## src/rtl/kcl_pkg.sv

```systemverilog
// Shared types, key map, event codes and reset values for the keypad combination lock.
package kcl_pkg;

  localparam int DIGIT_W = 4;

  localparam logic [DIGIT_W-1:0] EMPTY_DIGIT = 4'd10;
  localparam logic [3:0]         MISS_LIMIT  = 4'd15;

  localparam logic [15:0] BLOCK_SECONDS_RESET = 16'd10;
  localparam logic [3:0]  MAX_MISSES_RESET    = 4'd3;

  // Input command codes
  localparam logic CMD_KEY  = 1'b0;
  localparam logic CMD_TICK = 1'b1;

  // Function keys, row-major key numbers
  localparam logic [4:0] KEY_CLEAR  = 5'd4;
  localparam logic [4:0] KEY_CHANGE = 5'd8;
  localparam logic [4:0] KEY_SET    = 5'd12;
  localparam logic [4:0] KEY_RESET  = 5'd13;
  localparam logic [4:0] KEY_SHOW   = 5'd15;
  localparam logic [4:0] KEY_OPEN   = 5'd16;

  // Configuration register indexes
  localparam logic CFG_BLOCK_SECONDS = 1'b0;
  localparam logic CFG_MAX_MISSES    = 1'b1;

  typedef enum logic [2:0] {
    EV_NONE      = 3'd0,
    EV_OPENED    = 3'd1,
    EV_CLOSED    = 3'd2,
    EV_WRONG     = 3'd3,
    EV_BLOCKED   = 3'd4,
    EV_UNBLOCKED = 3'd5
  } event_t;

  typedef struct packed {
    logic [15:0] block_seconds;
    logic [3:0]  max_misses;
  } cfg_t;

  typedef struct packed {
    logic               is_digit;
    logic [DIGIT_W-1:0] value;
  } key_digit_t;

  typedef struct packed {
    logic        door_open;
    logic        locked_out;
    logic        code_matched;
    logic        show_digits;
    logic [15:0] entry_digits;
    logic [2:0]  entry_count;
    logic [3:0]  miss_count;
    event_t      event_res;
  } result_t;

  // Decode a key number into a digit value
  function automatic key_digit_t key_digit(input logic [4:0] key);
    key_digit_t d;
    d.is_digit = 1'b1;
    case (key)
      5'd1:    d.value = 4'd1;
      5'd2:    d.value = 4'd2;
      5'd3:    d.value = 4'd3;
      5'd5:    d.value = 4'd4;
      5'd6:    d.value = 4'd5;
      5'd7:    d.value = 4'd6;
      5'd9:    d.value = 4'd7;
      5'd10:   d.value = 4'd8;
      5'd11:   d.value = 4'd9;
      5'd14:   d.value = 4'd0;
      default: begin
        d.is_digit = 1'b0;
        d.value    = 4'd0;
      end
    endcase
    return d;
  endfunction

endpackage

```

## src/rtl/kcl_engine.sv

```systemverilog
// Lock state registers and the single-pass update for one key press or tick.
module kcl_engine #(
  parameter int CODE_DIGITS = 4
) (
  input  logic             clk,
  input  logic             rst,
  input  logic             step,
  input  logic             command,
  input  logic [4:0]       key_code,
  input  kcl_pkg::cfg_t    cfg,
  output kcl_pkg::result_t result
);

  localparam int POS_W = $clog2(CODE_DIGITS + 1);
  localparam logic [POS_W-1:0] POS_FULL = POS_W'(CODE_DIGITS);

  logic [kcl_pkg::DIGIT_W-1:0] entry_buffer      [CODE_DIGITS];
  logic [kcl_pkg::DIGIT_W-1:0] entry_buffer_next [CODE_DIGITS];
  logic [kcl_pkg::DIGIT_W-1:0] stored_code       [CODE_DIGITS];
  logic [kcl_pkg::DIGIT_W-1:0] stored_code_next  [CODE_DIGITS];
  logic [POS_W-1:0] entry_position, entry_position_next;
  logic             match_flag, match_flag_next;
  logic             door_state, door_state_next;
  logic             show_flag, show_flag_next;
  logic [3:0]       misses, misses_next;
  logic             blocked_flag, blocked_flag_next;
  logic [15:0]      block_elapsed, block_elapsed_next;

  kcl_pkg::event_t     ev;
  kcl_pkg::key_digit_t kd;
  logic [POS_W-1:0]    pos_back;
  logic [15:0]         elapsed_inc;
  logic [3:0]          miss_inc;
  logic                same;
  logic [POS_W+2:0]    pos_wide;

  always_comb begin
    entry_buffer_next   = entry_buffer;
    stored_code_next    = stored_code;
    entry_position_next = entry_position;
    match_flag_next     = match_flag;
    door_state_next     = door_state;
    show_flag_next      = show_flag;
    misses_next         = misses;
    blocked_flag_next   = blocked_flag;
    block_elapsed_next  = block_elapsed;
    ev                  = kcl_pkg::EV_NONE;

    kd          = kcl_pkg::key_digit(key_code);
    pos_back    = (entry_position != '0) ? entry_position - 1'b1 : '0;
    elapsed_inc = block_elapsed + 16'd1;
    miss_inc    = (misses == kcl_pkg::MISS_LIMIT) ? misses : misses + 4'd1;
    same        = 1'b1;
    for (int i = 0; i < CODE_DIGITS; i++) begin
      if (entry_buffer[i] != stored_code[i]) same = 1'b0;
    end

    if (step) begin
      if (command == kcl_pkg::CMD_TICK) begin
        if (blocked_flag) begin
          if (elapsed_inc >= cfg.block_seconds) begin
            block_elapsed_next = '0;
            blocked_flag_next  = 1'b0;
            misses_next        = '0;
            ev                 = kcl_pkg::EV_UNBLOCKED;
          end else begin
            block_elapsed_next = elapsed_inc;
          end
        end
      end else if (!blocked_flag) begin
        if (kd.is_digit) begin
          // Drop digits once the buffer is full
          if (entry_position < POS_FULL) begin
            for (int i = 0; i < CODE_DIGITS; i++) begin
              if (entry_position == POS_W'(i)) entry_buffer_next[i] = kd.value;
            end
            entry_position_next = entry_position + 1'b1;
          end
        end else begin
          case (key_code)
            kcl_pkg::KEY_CLEAR: begin
              entry_position_next = pos_back;
              for (int i = 0; i < CODE_DIGITS; i++) begin
                if (pos_back == POS_W'(i)) entry_buffer_next[i] = kcl_pkg::EMPTY_DIGIT;
              end
              match_flag_next = 1'b0;
            end
            kcl_pkg::KEY_CHANGE: begin
              if (match_flag) begin
                for (int i = 0; i < CODE_DIGITS; i++) begin
                  entry_buffer_next[i] = kcl_pkg::EMPTY_DIGIT;
                end
                entry_position_next = '0;
              end
            end
            kcl_pkg::KEY_SET: begin
              if (match_flag) stored_code_next = entry_buffer;
            end
            kcl_pkg::KEY_RESET: begin
              for (int i = 0; i < CODE_DIGITS; i++) begin
                entry_buffer_next[i] = kcl_pkg::EMPTY_DIGIT;
              end
              entry_position_next = '0;
            end
            kcl_pkg::KEY_SHOW: begin
              show_flag_next = ~show_flag;
            end
            kcl_pkg::KEY_OPEN: begin
              entry_position_next = '0;
              if (same) begin
                misses_next = '0;
                if (!door_state) begin
                  match_flag_next = 1'b1;
                  door_state_next = 1'b1;
                  ev              = kcl_pkg::EV_OPENED;
                end else begin
                  match_flag_next = 1'b0;
                  door_state_next = 1'b0;
                  for (int i = 0; i < CODE_DIGITS; i++) begin
                    entry_buffer_next[i] = kcl_pkg::EMPTY_DIGIT;
                  end
                  ev = kcl_pkg::EV_CLOSED;
                end
              end else begin
                match_flag_next = 1'b0;
                misses_next     = miss_inc;
                for (int i = 0; i < CODE_DIGITS; i++) begin
                  entry_buffer_next[i] = kcl_pkg::EMPTY_DIGIT;
                end
                if (miss_inc >= cfg.max_misses) begin
                  blocked_flag_next  = 1'b1;
                  block_elapsed_next = '0;
                  ev                 = kcl_pkg::EV_BLOCKED;
                end else begin
                  ev = kcl_pkg::EV_WRONG;
                end
              end
            end
            default: begin
            end
          endcase
        end
      end
    end
  end

  // Result reflects the state after this item
  always_comb begin
    pos_wide              = {3'b000, entry_position_next};
    result.door_open      = door_state_next;
    result.locked_out     = blocked_flag_next;
    result.code_matched   = match_flag_next;
    result.show_digits    = show_flag_next;
    result.entry_digits   = '0;
    for (int i = 0; i < 4; i++) begin
      if (i < CODE_DIGITS) result.entry_digits[4*i +: 4] = entry_buffer_next[i];
    end
    result.entry_count    = pos_wide[2:0];
    result.miss_count     = misses_next;
    result.event_res      = ev;
  end

  always_ff @(posedge clk) begin
    if (rst) begin
      for (int i = 0; i < CODE_DIGITS; i++) begin
        entry_buffer[i] <= kcl_pkg::EMPTY_DIGIT;
        stored_code[i]  <= '0;
      end
      entry_position <= '0;
      match_flag     <= 1'b0;
      door_state     <= 1'b0;
      show_flag      <= 1'b1;
      misses         <= '0;
      blocked_flag   <= 1'b0;
      block_elapsed  <= '0;
    end else if (step) begin
      entry_buffer   <= entry_buffer_next;
      stored_code    <= stored_code_next;
      entry_position <= entry_position_next;
      match_flag     <= match_flag_next;
      door_state     <= door_state_next;
      show_flag      <= show_flag_next;
      misses         <= misses_next;
      blocked_flag   <= blocked_flag_next;
      block_elapsed  <= block_elapsed_next;
    end
  end

endmodule

```

## src/rtl/keypad_combination_lock.sv

```systemverilog
// Top level of the keypad combination lock: handshakes, configuration and result register.
//
//  channel  | valid/ready          | payload
//  ---------+----------------------+-------------------------------------------------
//  input    | in_valid/in_ready    | command, key_code
//  result   | out_valid/out_ready  | door_open, locked_out, code_matched, show_digits,
//           |                      | entry_digits, entry_count, miss_count, event_res
//  config   | cfg_valid/cfg_ready  | cfg_index (0 block_seconds, 1 max_misses), cfg_data
//
// One item per cycle sustained while out_ready accepts results; the result passes through
// the input register, then the single-pass update into the result register, before it is
// offered. A stall on out_ready holds the flow; otherwise the state update is one short
// combinational pass, so it does not limit the rate below one per cycle.
// Synchronous active-high reset empties the entry, zeroes the code and loads the
// configuration defaults (block 10 ticks, 3 misses).
// A stalled result holds the result register; the input register keeps one more item,
// after which in_ready drops until the result moves.
module keypad_combination_lock #(
  parameter int CODE_DIGITS = 4
) (
  input  logic        clk,
  input  logic        rst,

  input  logic        in_valid,
  output logic        in_ready,
  input  logic        command,
  input  logic [4:0]  key_code,

  output logic        out_valid,
  input  logic        out_ready,
  output logic        door_open,
  output logic        locked_out,
  output logic        code_matched,
  output logic        show_digits,
  output logic [15:0] entry_digits,
  output logic [2:0]  entry_count,
  output logic [3:0]  miss_count,
  output logic [2:0]  event_res,

  input  logic        cfg_valid,
  output logic        cfg_ready,
  input  logic        cfg_index,
  input  logic [15:0] cfg_data
);

  kcl_pkg::cfg_t    cfg;
  kcl_pkg::result_t result;
  kcl_pkg::result_t out_reg;

  logic       held_valid;
  logic       held_command;
  logic [4:0] held_key_code;
  logic       out_free;
  logic       step;

  // Result slot opens when empty or when its transfer happens now
  assign out_free  = !out_valid || out_ready;
  assign step      = held_valid && out_free;
  assign in_ready  = !held_valid || out_free;
  assign cfg_ready = 1'b1;

  // Configuration registers
  always_ff @(posedge clk) begin
    if (rst) begin
      cfg.block_seconds <= kcl_pkg::BLOCK_SECONDS_RESET;
      cfg.max_misses    <= kcl_pkg::MAX_MISSES_RESET;
    end else if (cfg_valid) begin
      case (cfg_index)
        kcl_pkg::CFG_BLOCK_SECONDS: cfg.block_seconds <= cfg_data;
        kcl_pkg::CFG_MAX_MISSES:    cfg.max_misses    <= cfg_data[3:0];
        default: begin
        end
      endcase
    end
  end

  // Input register: load on every input transfer, drop valid when consumed
  always_ff @(posedge clk) begin
    if (rst) begin
      held_valid <= 1'b0;
    end else if (in_valid && in_ready) begin
      held_valid <= 1'b1;
    end else if (step) begin
      held_valid <= 1'b0;
    end
  end

  always_ff @(posedge clk) begin
    if (in_valid && in_ready) begin
      held_command  <= command;
      held_key_code <= key_code;
    end
  end

  kcl_engine #(
    .CODE_DIGITS(CODE_DIGITS)
  ) u_engine (
    .clk      (clk),
    .rst      (rst),
    .step     (step),
    .command  (held_command),
    .key_code (held_key_code),
    .cfg      (cfg),
    .result   (result)
  );

  // Result register: hold while stalled, advance on each step
  always_ff @(posedge clk) begin
    if (rst) begin
      out_valid <= 1'b0;
    end else if (step) begin
      out_valid <= 1'b1;
    end else if (out_ready) begin
      out_valid <= 1'b0;
    end
  end

  always_ff @(posedge clk) begin
    if (step) begin
      out_reg <= result;
    end
  end

  assign door_open    = out_reg.door_open;
  assign locked_out   = out_reg.locked_out;
  assign code_matched = out_reg.code_matched;
  assign show_digits  = out_reg.show_digits;
  assign entry_digits = out_reg.entry_digits;
  assign entry_count  = out_reg.entry_count;
  assign miss_count   = out_reg.miss_count;
  assign event_res    = out_reg.event_res;

endmodule
```

## config.mk

```make
export PLATFORM = sky130hd
export DESIGN_NAME = keypad_combination_lock
export DESIGN_NICKNAME = d
export VERILOG_FILES = /design/src/rtl/kcl_pkg.sv /design/src/rtl/kcl_engine.sv /design/src/rtl/keypad_combination_lock.sv
export SDC_FILE = /design/constraint.sdc
export NUM_CORES = 1
export LEC_CHECK = 0
export BUFFER_PORTS_ARGS = -buffer_cell sky130_fd_sc_hd__buf_4
export CAP_MARGIN = 10
export CORE_MARGIN = 2
export CORE_UTILIZATION = 30
export CTS_BUF_LIST = sky130_fd_sc_hd__clkbuf_4
export CTS_CLUSTER_DIAMETER = 40
export DETAILED_ROUTE_END_ITERATION = 10
export GPL_ROUTABILITY_DRIVEN = 1
export SYNTH_ARGS = -nofsm -noshare
export SYNTH_HDL_FRONTEND = slang
export SYNTH_SLANG_ARGS = --single-unit
```

## constraint.sdc

```tcl
create_clock -name clk -period 3.8 [get_ports clk]
set_input_delay 0.38 -clock clk [delete_from_list [all_inputs] [get_ports clk]]
set_output_delay 0.38 -clock clk [all_outputs]
set_load 0.05 [all_outputs]
```

==> results.toml, run 1 <==
[worst_setup_path]
ff2ff_path_depth = 13
r2r-start = "u_engine.block_elapsed[3]$_SDFFE_PP0P_"
critPathMaxFanout = 14
kind_of_end_point_of_the_critical_path = "flip-flop"
max_stage_delay_ps = 560
crit_path_cell_trace = "and3_1 > nand3_2 > or2_1 > or4_4 > xnor2_1 > ha_1 > a21oi_1 > o21ai_0 > nor4_1 > nor2b_1 > buf_4 > a21oi_1 > o21ai_1"
worst_path_most_repeated_cell = "sky130_fd_sc_hd__a21oi_1"
critPathArrivalTime_ps = 3830
crit_start = "u_engine.block_elapsed[3]$_SDFFE_PP0P_"
critical_path.slowest_cell = "sky130_fd_sc_hd__or4_4"
required_ps = 4280
worstSetupStartpointType = "flip-flop"
class_of_the_most_critical_setup_path = "flip-flop to flip-flop"

[timing]
report.final.hold_viol_count = 0
fin_tns_setup_ps = 0
tightest_slew_ps = 831
slew-limit-headroom_pct = 44.6
finalClockSkew_ps = 20.9
finalSetupViolCount = 0
final.min_clock_period_ps = 3350
max_clock_freq_ghz = 0.298
timing.final.max_slew_violations = 0
unrepaired_setup_endpoints_after_global_routing = "no"
layout_worst_path_cycle_share_pct = 88.2

[route]
m1WireLength_um = 7830
vias_per_cell = 4.97
drt_wl_total_um = 16100
dr_total_vias = 5449
detailedRoute.firstPassIterationCount = 7
dr_wl_met2_um = 7200
top_signal_layer_used = "met4"
detailedRoute.firstIterationViolations = 382
drt-wirelength-per-cell_um = 14.7
post-route-drc-count = 0
ant_nets = 0
met3WireLength_um = 841

[pwr]
total_leakage_power_nw = 2.91
pwr-share-comb_pct = 12.3
vdd_ir_drop_max_mv = 0.239
switchingPower_mw = 0.777
p_seq_share_pct = 51.0
total_power_mw = 2.68
powerDensity_nw_per_um2 = 357
switching_share_pct = 29.0
pwr-share-clk_pct = 36.8
p_int_mw = 1.90

[clocking]
cts_hold_buf = 8
cts.htree.levels = 4
clk_path_buf_depth = 2
tritoncts_clock_tree = "done"
tritoncts_num_sinks = 117
cts.reportedPaths.clkPinSlew_ps = 130
post_cts.resized_instances = 0
cts.root.buffer_cell = "sky130_fd_sc_hd__clkbuf_4"
cts_post_setup_buffers_inserted = 0
numCtsBuffers = 17
worstSkewPairLatency_ps = 550

[placement]
dpl.hpwl_um = 11200
gp_congestion = 0.817
place.port_buffers = 59

[synth]
syn-mean-instance-area_um2 = 8.54
synth_top_family_by_area = "simple AND/OR/NAND/NOR gates"
synth_area_um2 = 6440
synth_seq_cells = 117
synth_simple_gate_area_share_pct = 21.0
xor_xnor_share_of_the_synthesized_area_pct = 3.81
ys_types = 68
ys_async_sr_fraction_pct = 0
synth.yosys.seq_area_share_pct = 42.0
synth_compound_gate_area_share_pct = 19.7
yosys_warnings = 0
synth-edff-count = 36
synthesis.nets = 811
dominantRegCellSynth = "sky130_fd_sc_hd__dfxtp_1"
synthMuxAreaShare_pct = 2.68
number_of_standard_cells_after_synthesis = 754
synth_fa_ha_area_share_pct = 5.64

[floorplanning]
pin_count = 61
start_util_pct = 30.6
die_area_um2 = 22600
fp.coreArea_um2 = 21000
floorplan.die.width_um = 150
rows = 53
die_height_um = 150

[final_layout]
final_common_cell = "sky130_fd_sc_hd__nand2_1"
synthToLayoutAreaGrowth_pct = 16.5
final_util_pct = 35.7
layout-drive-gt1-share_pct = 15.1
design.final.nets = 864
final_cell_mix = "sky130_fd_sc_hd__nand2_1, sky130_fd_sc_hd__dfxtp_1, sky130_fd_sc_hd__nor2_1, sky130_fd_sc_hd__buf_4, sky130_fd_sc_hd__a21oi_1"

[flow_run]
maxCapViolations = 0

[hold_path]
hold_depth = 3
min_from = "in_valid"
timing.hold.worst.class = "input pin to flip-flop"

[grt]
grtUsageTotal_pct = 14.9
antenna_found_initial = 1
grt_start_max_net_pins = 71
global_route.overflow_total = 0
number_of_global_route_vias_before_repair = 5061
grt_first_pass_wirelength_um = 26200

[status]
outcome = "completed"
logic make-up (layout without fill, tap and decap cells):
kind of cell / Yosys count / count (layout)
compound gates: 196 / 196
other cells: 1 / 2
flops: 117 / 117
mux: 17 / 17
xor+xnor: 28 / 28
fa+ha+maj: 29 / 29
simple gates: 287 / 287
buf+inv: 79 / 145
layer usage:
layer,global-route usage [%],vias up
met5,0,-
met4,4.67,0
met3,3.70,17
met2,23.5,130
met1,20.0,2512
li1,-,2790
synth_stat cells, types with 3 or more instances:
| library cell | n | area share, % |
|---|---|---|
| sky130_fd_sc_hd__mux2i_1 | 15 | 2.3 |
| sky130_fd_sc_hd__nand4_1 | 8 | 0.78 |
| sky130_fd_sc_hd__clkbuf_1 | 30 | 1.7 |
| sky130_fd_sc_hd__a22oi_1 | 3 | 0.35 |
| sky130_fd_sc_hd__nor2_1 | 71 | 4.1 |
| sky130_fd_sc_hd__and3_1 | 6 | 0.58 |
| sky130_fd_sc_hd__nand2b_1 | 13 | 1.3 |
| sky130_fd_sc_hd__a21oi_1 | 63 | 4.9 |
| sky130_fd_sc_hd__a32oi_1 | 3 | 0.41 |
| sky130_fd_sc_hd__nor2b_1 | 13 | 1.3 |
| sky130_fd_sc_hd__or3_1 | 6 | 0.58 |
| sky130_fd_sc_hd__nand3_1 | 21 | 1.6 |
| sky130_fd_sc_hd__a31oi_1 | 10 | 0.97 |
| sky130_fd_sc_hd__inv_1 | 34 | 2.0 |
| sky130_fd_sc_hd__o21ai_1 | 4 | 0.31 |
| sky130_fd_sc_hd__dfxtp_1 | 81 | 25 |
| sky130_fd_sc_hd__ha_1 | 29 | 5.6 |
| sky130_fd_sc_hd__a211o_1 | 8 | 1.1 |
| sky130_fd_sc_hd__xnor2_1 | 26 | 3.5 |
| sky130_fd_sc_hd__buf_2 | 8 | 0.62 |
| sky130_fd_sc_hd__o21ai_0 | 40 | 3.1 |
| sky130_fd_sc_hd__o22ai_1 | 5 | 0.49 |
| sky130_fd_sc_hd__nand2_1 | 104 | 6.1 |
| sky130_fd_sc_hd__and2_1 | 6 | 0.58 |
| sky130_fd_sc_hd__or2_2 | 6 | 0.58 |
| sky130_fd_sc_hd__o211ai_1 | 8 | 0.93 |
| sky130_fd_sc_hd__a211oi_1 | 7 | 0.82 |
| sky130_fd_sc_hd__a21o_1 | 3 | 0.35 |
| sky130_fd_sc_hd__a311oi_1 | 3 | 0.41 |
| sky130_fd_sc_hd__nor3_1 | 13 | 1.0 |
| sky130_fd_sc_hd__a22o_1 | 16 | 2.2 |
| sky130_fd_sc_hd__o21bai_1 | 4 | 0.47 |
| sky130_fd_sc_hd__edfxtp_1 | 36 | 17 |
| sky130_fd_sc_hd__nor4_1 | 6 | 0.58 |
power groups by stage:
stage / Clock [mW] / Sequential [mW] / Combinational [mW]
3_3_place_gp: 0 / 1.40 / 0.319
4_1_cts: 1.02 / 1.37 / 0.329
6_report: 0.985 / 1.37 / 0.328
3_5_place_dp: 0 / 1.40 / 0.321
2_1_floorplan: 0 / 1.42 / 0.192
5_1_grt: 1.07 / 1.37 / 0.363
final timing paths:
kind / end / slack [ps]
setup / recovery: u_engine.block_elapsed[15]$_SDFFE_PP0P_ / 450
hold / removal: held_valid$_SDFFE_PP0P_ / 60
setup reg to reg: u_engine.block_elapsed[15]$_SDFFE_PP0P_ / 450
hold reg to reg: cfg[2]$_SDFFE_PP0P_ / 460
flip-flops by register name (all words and copies together), names as in the netlist, 3 cells and up:
register                 count
u_engine.entry_buffer       16
event_res                    3
held_key_code                5
entry_count                  3
entry_digits                16
cfg                         20
u_engine.entry_position      3
miss_count                   4
u_engine.misses              4
u_engine.stored_code        16
u_engine.block_elapsed      16
area by class of cell:
class / instances / area, um2
Antenna cell: 1 / 2.50
Inverter: 34 / 128
Clock inverter: 15 / 180
Clock buffer: 17 / 128
Multi-Input combinational cell: 558 / 3400
Tap cell: 275 / 344
Fill cell: 2208 / 13500
Sequential cell: 117 / 2700
Timing Repair Buffer: 79 / 613
per-stage QoR:
step           instances  instance area, um2  hold slack, ps  setup WS (ps)
2_1_floorplan        754                6440             435            527
3_3_place_gp        1055                7110             444            553
3_5_place_dp        1055                7110             447            483
4_1_cts             1095                7500            6.77            429
5_1_grt             1096                7500            17.7            146
6_report            1096                7500            61.2            449
worst max-delay path: cells and delay by family, from the launching register on:
family / cells / cell delay, ps
xor gates and xnor gates: 1 / 150
and+or+nand+nor: 6 / 1680
adders and majority gates: 1 / 310
DFF: 1 / 410
buffers and inverters: 1 / 220
AOI/OAI and AO/OA: 4 / 530
Note: power is estimated with default switching activity, not from simulation.
==> inputs of run 2 (changes only) <==
MAX_ROUTING_LAYER = met4   (was default)
==> run 2 against run 1 <==
Net effect: register-to-register slack is essentially flat; final area unchanged; die area did not move; highest routed layer unchanged; worst hold slack worse by 1.8 ps; critical path type unchanged; first-iteration DRC count shrank 5.2%; flip-flop and latch count unchanged; power about the same; critical endpoint unchanged; largest cell class unchanged; critical path depth unchanged; via count increased by 0.44%; maximum frequency is essentially flat; non-clock buffer count is the same.
==> results.toml, run 2 (synthesis results as in run 1) <==
[final_layout]
stdcell_count = 1096
final_cell_mix = "sky130_fd_sc_hd__nand2_1, sky130_fd_sc_hd__dfxtp_1, sky130_fd_sc_hd__nor2_1, sky130_fd_sc_hd__buf_4, sky130_fd_sc_hd__a21oi_1"
total_non_filler_cell_area_in_the_finished_layout_um2 = 7500
final_util_pct = 35.7
final_common_cell = "sky130_fd_sc_hd__nand2_1"
largest_reg_flops = 20
design.final.nets = 864
max_flop_register = "cfg"
synthToLayoutAreaGrowth_pct = 16.5
layout-drive-gt1-share_pct = 15.1

[clocking]
cts.reportedPaths.clkPinSlew_ps = 120
cts.htree.levels = 4
clk_path_buf_depth = 2
post_cts.resized_instances = 0
tritoncts_num_sinks = 117
cts_post_setup_buffers_inserted = 0
worstSkewPairLatency_ps = 550
tritoncts_clock_tree = "done"
cts.root.buffer_cell = "sky130_fd_sc_hd__clkbuf_4"
numCtsBuffers = 17

[timing]
layout_worst_path_cycle_share_pct = 88.2
report.final.hold_viol_count = 0
max_clock_freq_ghz = 0.298
slew-limit-headroom_pct = 45.5
finalClockSkew_ps = 21.8
timing.final.max_slew_violations = 0
hold-worst-slack_ps = 59.4
final.min_clock_period_ps = 3350
unrepaired_setup_endpoints_after_global_routing = "no"
fin_tns_setup_ps = 0
finalSetupViolCount = 0
finalWorstSetupSlack_ps = 450
tightest_slew_ps = 817

[grt]
grt_first_pass_wirelength_um = 26200
global_route.overflow_total = 0
globalRouteMet1Util_pct = 19.9
number_of_global_route_vias_before_repair = 5062
grtUsageTotal_pct = 15.3
antenna_found_initial = 1
grt_start_max_net_pins = 71
grt_util_met3_pct = 3.85
grt-busiest-layer = "met2"
gr-usage-met2_pct = 23.5

[placement]
place.port_buffers = 59
placed_area_um2 = 7110
gp_congestion = 0.829
place_worst_setup_slack_ps = 483
dp.cells = 1055
dpl.hpwl_um = 11200

[floorplanning]
floorplan.die.width_um = 150
start_util_pct = 30.6
die_height_um = 150
rows = 53
die_area_um2 = 22600
fp.coreArea_um2 = 21000
pin_count = 61

[status]
outcome = "completed"

[worst_setup_path]
kind_of_end_point_of_the_critical_path = "flip-flop"
critPathArrivalTime_ps = 3840
worstSetupStartpointType = "flip-flop"
critPathMaxFanout = 14
required_ps = 4290
class_of_the_most_critical_setup_path = "flip-flop to flip-flop"

[route]
post-route-drc-count = 0
vias_per_cell = 4.99
drt-wirelength-per-cell_um = 14.7
drt_wl_total_um = 16100
detailedRoute.firstIterationViolations = 362
dr_total_vias = 5473
detailedRoute.firstPassIterationCount = 7
ant_nets = 0

[pwr]
total_leakage_power_nw = 2.91
vdd_ir_drop_max_mv = 0.239
total_power_mw = 2.68
powerDensity_nw_per_um2 = 357

[hold_path]
timing.hold.worst.class = "input pin to flip-flop"

[flow_run]
maxCapViolations = 0
-- run 2: what timing repair did --
item,4_1_cts,5_1_grt
setup endpoints to repair,0,0
hold buffers,8,0
endpoints found under the hold margin,8,0
-- run 2: per-layer routing --
metal / routed length, um / share of wire [%]
met3: 900 / 5.6
met5: 0 / 0
met1: 7710 / 48
met2: 7270 / 45
met4: 183 / 1.1
-- run 2: worst paths after layout --
| path | startpoint | end | slack (ps) | depth (start not counted) |
|---|---|---|---|---|
| setup reg to reg | u_engine.block_elapsed[3]$_SDFFE_PP0P_ | u_engine.block_elapsed[15]$_SDFFE_PP0P_ | 450 | 13 |
| hold reg to reg | cfg[2]$_SDFFE_PP0P_ | cfg[2]$_SDFFE_PP0P_ | 460 | 2 |
| setup / recovery | u_engine.block_elapsed[3]$_SDFFE_PP0P_ | u_engine.block_elapsed[15]$_SDFFE_PP0P_ | 450 | 13 |
| hold / removal | in_valid | held_valid$_SDFFE_PP0P_ | 60 | 3 |
-- run 2: area by class of cell --
type / instances / area (um2)
multi-input combinational: 558 / 3400
inverter: 34 / 128
sequential: 117 / 2700
clock inverter: 15 / 180
timing repair buffer: 79 / 613
antenna: 1 / 2.50
clock buffer: 17 / 128
fill: 2208 / 13500
tap: 275 / 344
-- run 2: report_power, final --
part | switching (mW) | total, mW | internal [mW]
registers | 0.0405 | 1.37 | 1.33
clock network | 0.523 | 0.983 | 0.460
logic | 0.212 | 0.329 | 0.117
-- run 2: worst max-delay path, cell delays in order (launching register included) --
cell	delay [ps]
sky130_fd_sc_hd__dfxtp_1	410
sky130_fd_sc_hd__and3_1	200
sky130_fd_sc_hd__nand3_2	90
sky130_fd_sc_hd__or2_1	320
sky130_fd_sc_hd__or4_4	560
sky130_fd_sc_hd__xnor2_1	150
sky130_fd_sc_hd__ha_1	310
sky130_fd_sc_hd__a21oi_1	140
sky130_fd_sc_hd__o21ai_0	170
sky130_fd_sc_hd__nor4_1	330
sky130_fd_sc_hd__nor2b_1	180
sky130_fd_sc_hd__buf_4	210
sky130_fd_sc_hd__a21oi_1	90
sky130_fd_sc_hd__o21ai_1	130
==> inputs of run 3 (changes only) <==
==> constraint.sdc (replaced) <==
create_clock -name clk -period 2.79 [get_ports clk]
set_input_delay 0.558 -clock clk [delete_from_list [all_inputs] [get_ports clk]]
set_output_delay 0.558 -clock clk [all_outputs]
set_load 0.05 [all_outputs]
==> run 3 against run 2 <==
Net effect: the run now ends with setup timing left; die area unchanged; utilization grew 4.0 points; sequential share of layout area fell by 3.5 points; flip-flop and latch count is the same; first-iteration DRC count is 18% higher; critical path type unchanged; largest cell class unchanged.
==> results.toml, run 3 (synthesis results as in run 1) <==
[grt]
grtUsageTotal_pct = 16.5
global_route.overflow_total = 0
grt_first_pass_wirelength_um = 28300
number_of_global_route_vias_before_repair = 5550
grt_start_max_net_pins = 52
antenna_found_initial = 1

[worst_setup_path]
worstSetupStartpointType = "flip-flop"
setup_slack_of_the_most_critical_reg_to_reg_path_ps = -200
required_ps = 3100
max_stage_delay_ps = 410
r2r-start = "u_engine.block_elapsed[2]$_SDFFE_PP0P_"
critical_path.slowest_cell = "sky130_fd_sc_hd__or3_4"
number_of_stages_on_the_worst_setup_path = 13
critPathArrivalTime_ps = 3310
critical_path.top_delay_family = "simple AND/OR/NAND/NOR gates"
crit_start = "u_engine.block_elapsed[2]$_SDFFE_PP0P_"
critPathCapture = "miss_count[2]$_DFFE_PP_"
cp_num_buf_inv = 0
critPathMaxFanout = 7
class_of_the_most_critical_setup_path = "flip-flop to flip-flop"
kind_of_end_point_of_the_critical_path = "flip-flop"
critical_path.reg2reg.endpoint = "miss_count[2]$_DFFE_PP_"
crit_path_cell_trace = "and3_4 > nand3_2 > or2_4 > or3_4 > nand2_4 > ha_4 > nand4_1 > a211oi_2 > o41ai_4 > a21oi_2 > o21bai_2 > and2_4 > a22o_1"
ff2ff_path_depth = 13

[flow_run]
maxCapViolations = 0

[final_layout]
largest_reg_flops = 20
max_flop_register = "cfg"
final_util_pct = 39.7
final_common_cell = "sky130_fd_sc_hd__buf_4"
design.final.nets = 933
synthToLayoutAreaGrowth_pct = 29.6
stdcell_count = 1165
final_cell_mix = "sky130_fd_sc_hd__buf_4, sky130_fd_sc_hd__nand2_1, sky130_fd_sc_hd__dfxtp_1"
layout-drive-gt1-share_pct = 27.9

[timing]
finalSetupViolCount = 27
finalWorstSetupSlack_ps = -204
timing.final.max_slew_violations = 0
max_clock_freq_ghz = 0.334
hold-worst-slack_ps = 170
finalClockSkew_ps = 27.3
slew-limit-headroom_pct = 52.7
final.min_clock_period_ps = 2990
unrepaired_setup_endpoints_after_global_routing = "yes"
tightest_slew_ps = 709
layout_worst_path_cycle_share_pct = 107
report.final.hold_viol_count = 0
fin_tns_setup_ps = -2370

[pwr]
p_int_mw = 2.64
total_leakage_power_nw = 3.34
pwr-share-comb_pct = 13.9
total_power_mw = 3.75
p_seq_share_pct = 49.1
switchingPower_mw = 1.11
switching_share_pct = 29.6
pwr-share-clk_pct = 36.9
powerDensity_nw_per_um2 = 449
vdd_ir_drop_max_mv = 0.244

[route]
drt_wl_total_um = 17600
detailedRoute.firstIterationViolations = 428
post-route-drc-count = 0
vias_per_cell = 5.06
drt-wirelength-per-cell_um = 15.1
ant_nets = 0
detailedRoute.firstPassIterationCount = 7
dr_total_vias = 5890

[clocking]
worstSkewPairLatency_ps = 560
clk_path_buf_depth = 2
tritoncts_clock_tree = "done"
cts.reportedPaths.clkPinSlew_ps = 120
numCtsBuffers = 17
cts_hold_buf = 0
tritoncts_num_sinks = 117
cts.htree.levels = 4
cts.root.buffer_cell = "sky130_fd_sc_hd__clkbuf_4"

[floorplanning]
start_util_pct = 30.6
die_height_um = 150
pin_count = 61
die_area_um2 = 22600
fp.coreArea_um2 = 21000
rows = 53
floorplan.die.width_um = 150

[placement]
dp.cells = 1121
place.port_buffers = 59
dpl.hpwl_um = 12500
gp_congestion = 0.895

[hold_path]
hold_depth = 1
timing.hold.worst.class = "input pin to flip-flop"

[status]
violations_in_the_final_reports = "setup timing"
outcome = "finished with violations"
[run 3: cell types whose count changed in the layout (fill, tap and decap cells not counted), moves of 4 or more]
| cell | before | now |
|---|---|---|
| sky130_fd_sc_hd__o21ai_2 | 1 | 8 |
| sky130_fd_sc_hd__nand2_2 | 0 | 4 |
| sky130_fd_sc_hd__dlygate4sd3_1 | 8 | 0 |
| sky130_fd_sc_hd__ha_4 | 0 | 4 |
| sky130_fd_sc_hd__a21oi_1 | 63 | 58 |
| sky130_fd_sc_hd__o21ai_1 | 4 | 8 |
| sky130_fd_sc_hd__dfxtp_1 | 81 | 75 |
| sky130_fd_sc_hd__a21oi_2 | 1 | 5 |
| sky130_fd_sc_hd__o21ai_0 | 40 | 28 |
| sky130_fd_sc_hd__ha_1 | 29 | 25 |
| sky130_fd_sc_hd__nand2_1 | 104 | 99 |
| sky130_fd_sc_hd__buf_4 | 71 | 139 |
| sky130_fd_sc_hd__dfxtp_2 | 0 | 5 |
| sky130_fd_sc_hd__buf_6 | 0 | 6 |
[run 3: cell type report]
type / instances / area, um2
multi-input combinational: 558 / 3670
antenna: 1 / 2.50
timing repair buffer: 148 / 1170
sequential: 117 / 2710
tap: 275 / 344
fill: 2172 / 12700
clock inverter: 14 / 176
clock buffer: 18 / 135
inverter: 34 / 128
[run 3: worst min-delay path by stage]
stage,start,endpoint
floorplan,cfg[1]$_SDFFE_PP1P_,cfg[1]$_SDFFE_PP1P_
detailed placement,cfg[8]$_SDFFE_PP0P_,cfg[8]$_SDFFE_PP0P_
finish,key_code[2],held_key_code[2]$_DFFE_PP_
CTS,key_code[2],held_key_code[2]$_DFFE_PP_
global route,key_code[4],held_key_code[4]$_DFFE_PP_
global placement,cfg[9]$_SDFFE_PP0P_,cfg[9]$_SDFFE_PP0P_
[run 3: worst register-to-register path: stages (launching register included)]
cell and delay (ps):
sky130_fd_sc_hd__dfxtp_2 340, sky130_fd_sc_hd__and3_4 180, sky130_fd_sc_hd__nand3_2 60, sky130_fd_sc_hd__or2_4 290, sky130_fd_sc_hd__or3_4 420, sky130_fd_sc_hd__nand2_4 70
sky130_fd_sc_hd__ha_4 130, sky130_fd_sc_hd__nand4_1 120, sky130_fd_sc_hd__a211oi_2 300, sky130_fd_sc_hd__o41ai_4 140, sky130_fd_sc_hd__a21oi_2 220, sky130_fd_sc_hd__o21bai_2 110
sky130_fd_sc_hd__and2_4 170, sky130_fd_sc_hd__a22o_1 200
[run 3: metal layers]
metal	share of wire (%)	track usage, %	wire length, um
met3	4.8	3.79	844
met1	45	20.7	7980
met5	0	-	0
met4	3.1	7.26	541
met2	47	25.3	8230
[run 3: metrics by stage]
step / instance area [um2] / worst slack, ps
finish: 8340 / -204
global route: 8340 / -314
CTS: 8080 / -150
detailed placement: 7700 / -275
global placement: 7700 / -219
floorplan: 6500 / -88.3
[run 3: power groups by stage]
| stage | combinational, mW | sequential (mW) | clock (mW) |
|---|---|---|---|
| 6_report | 0.522 | 1.84 | 1.38 |
| 5_1_grt | 0.569 | 1.85 | 1.50 |
| 4_1_cts | 0.511 | 1.84 | 1.43 |
| 3_5_place_dp | 0.508 | 1.88 | 0 |
| 3_3_place_gp | 0.505 | 1.88 | 0 |
| 2_1_floorplan | 0.266 | 1.94 | 0 |
[run 3: timing repair]
item,in CTS,in global routing
cloned,0,0
resized for setup,12,45
setup endpoints to repair,28,33
pin swaps,6,27
setup buffers,3,9
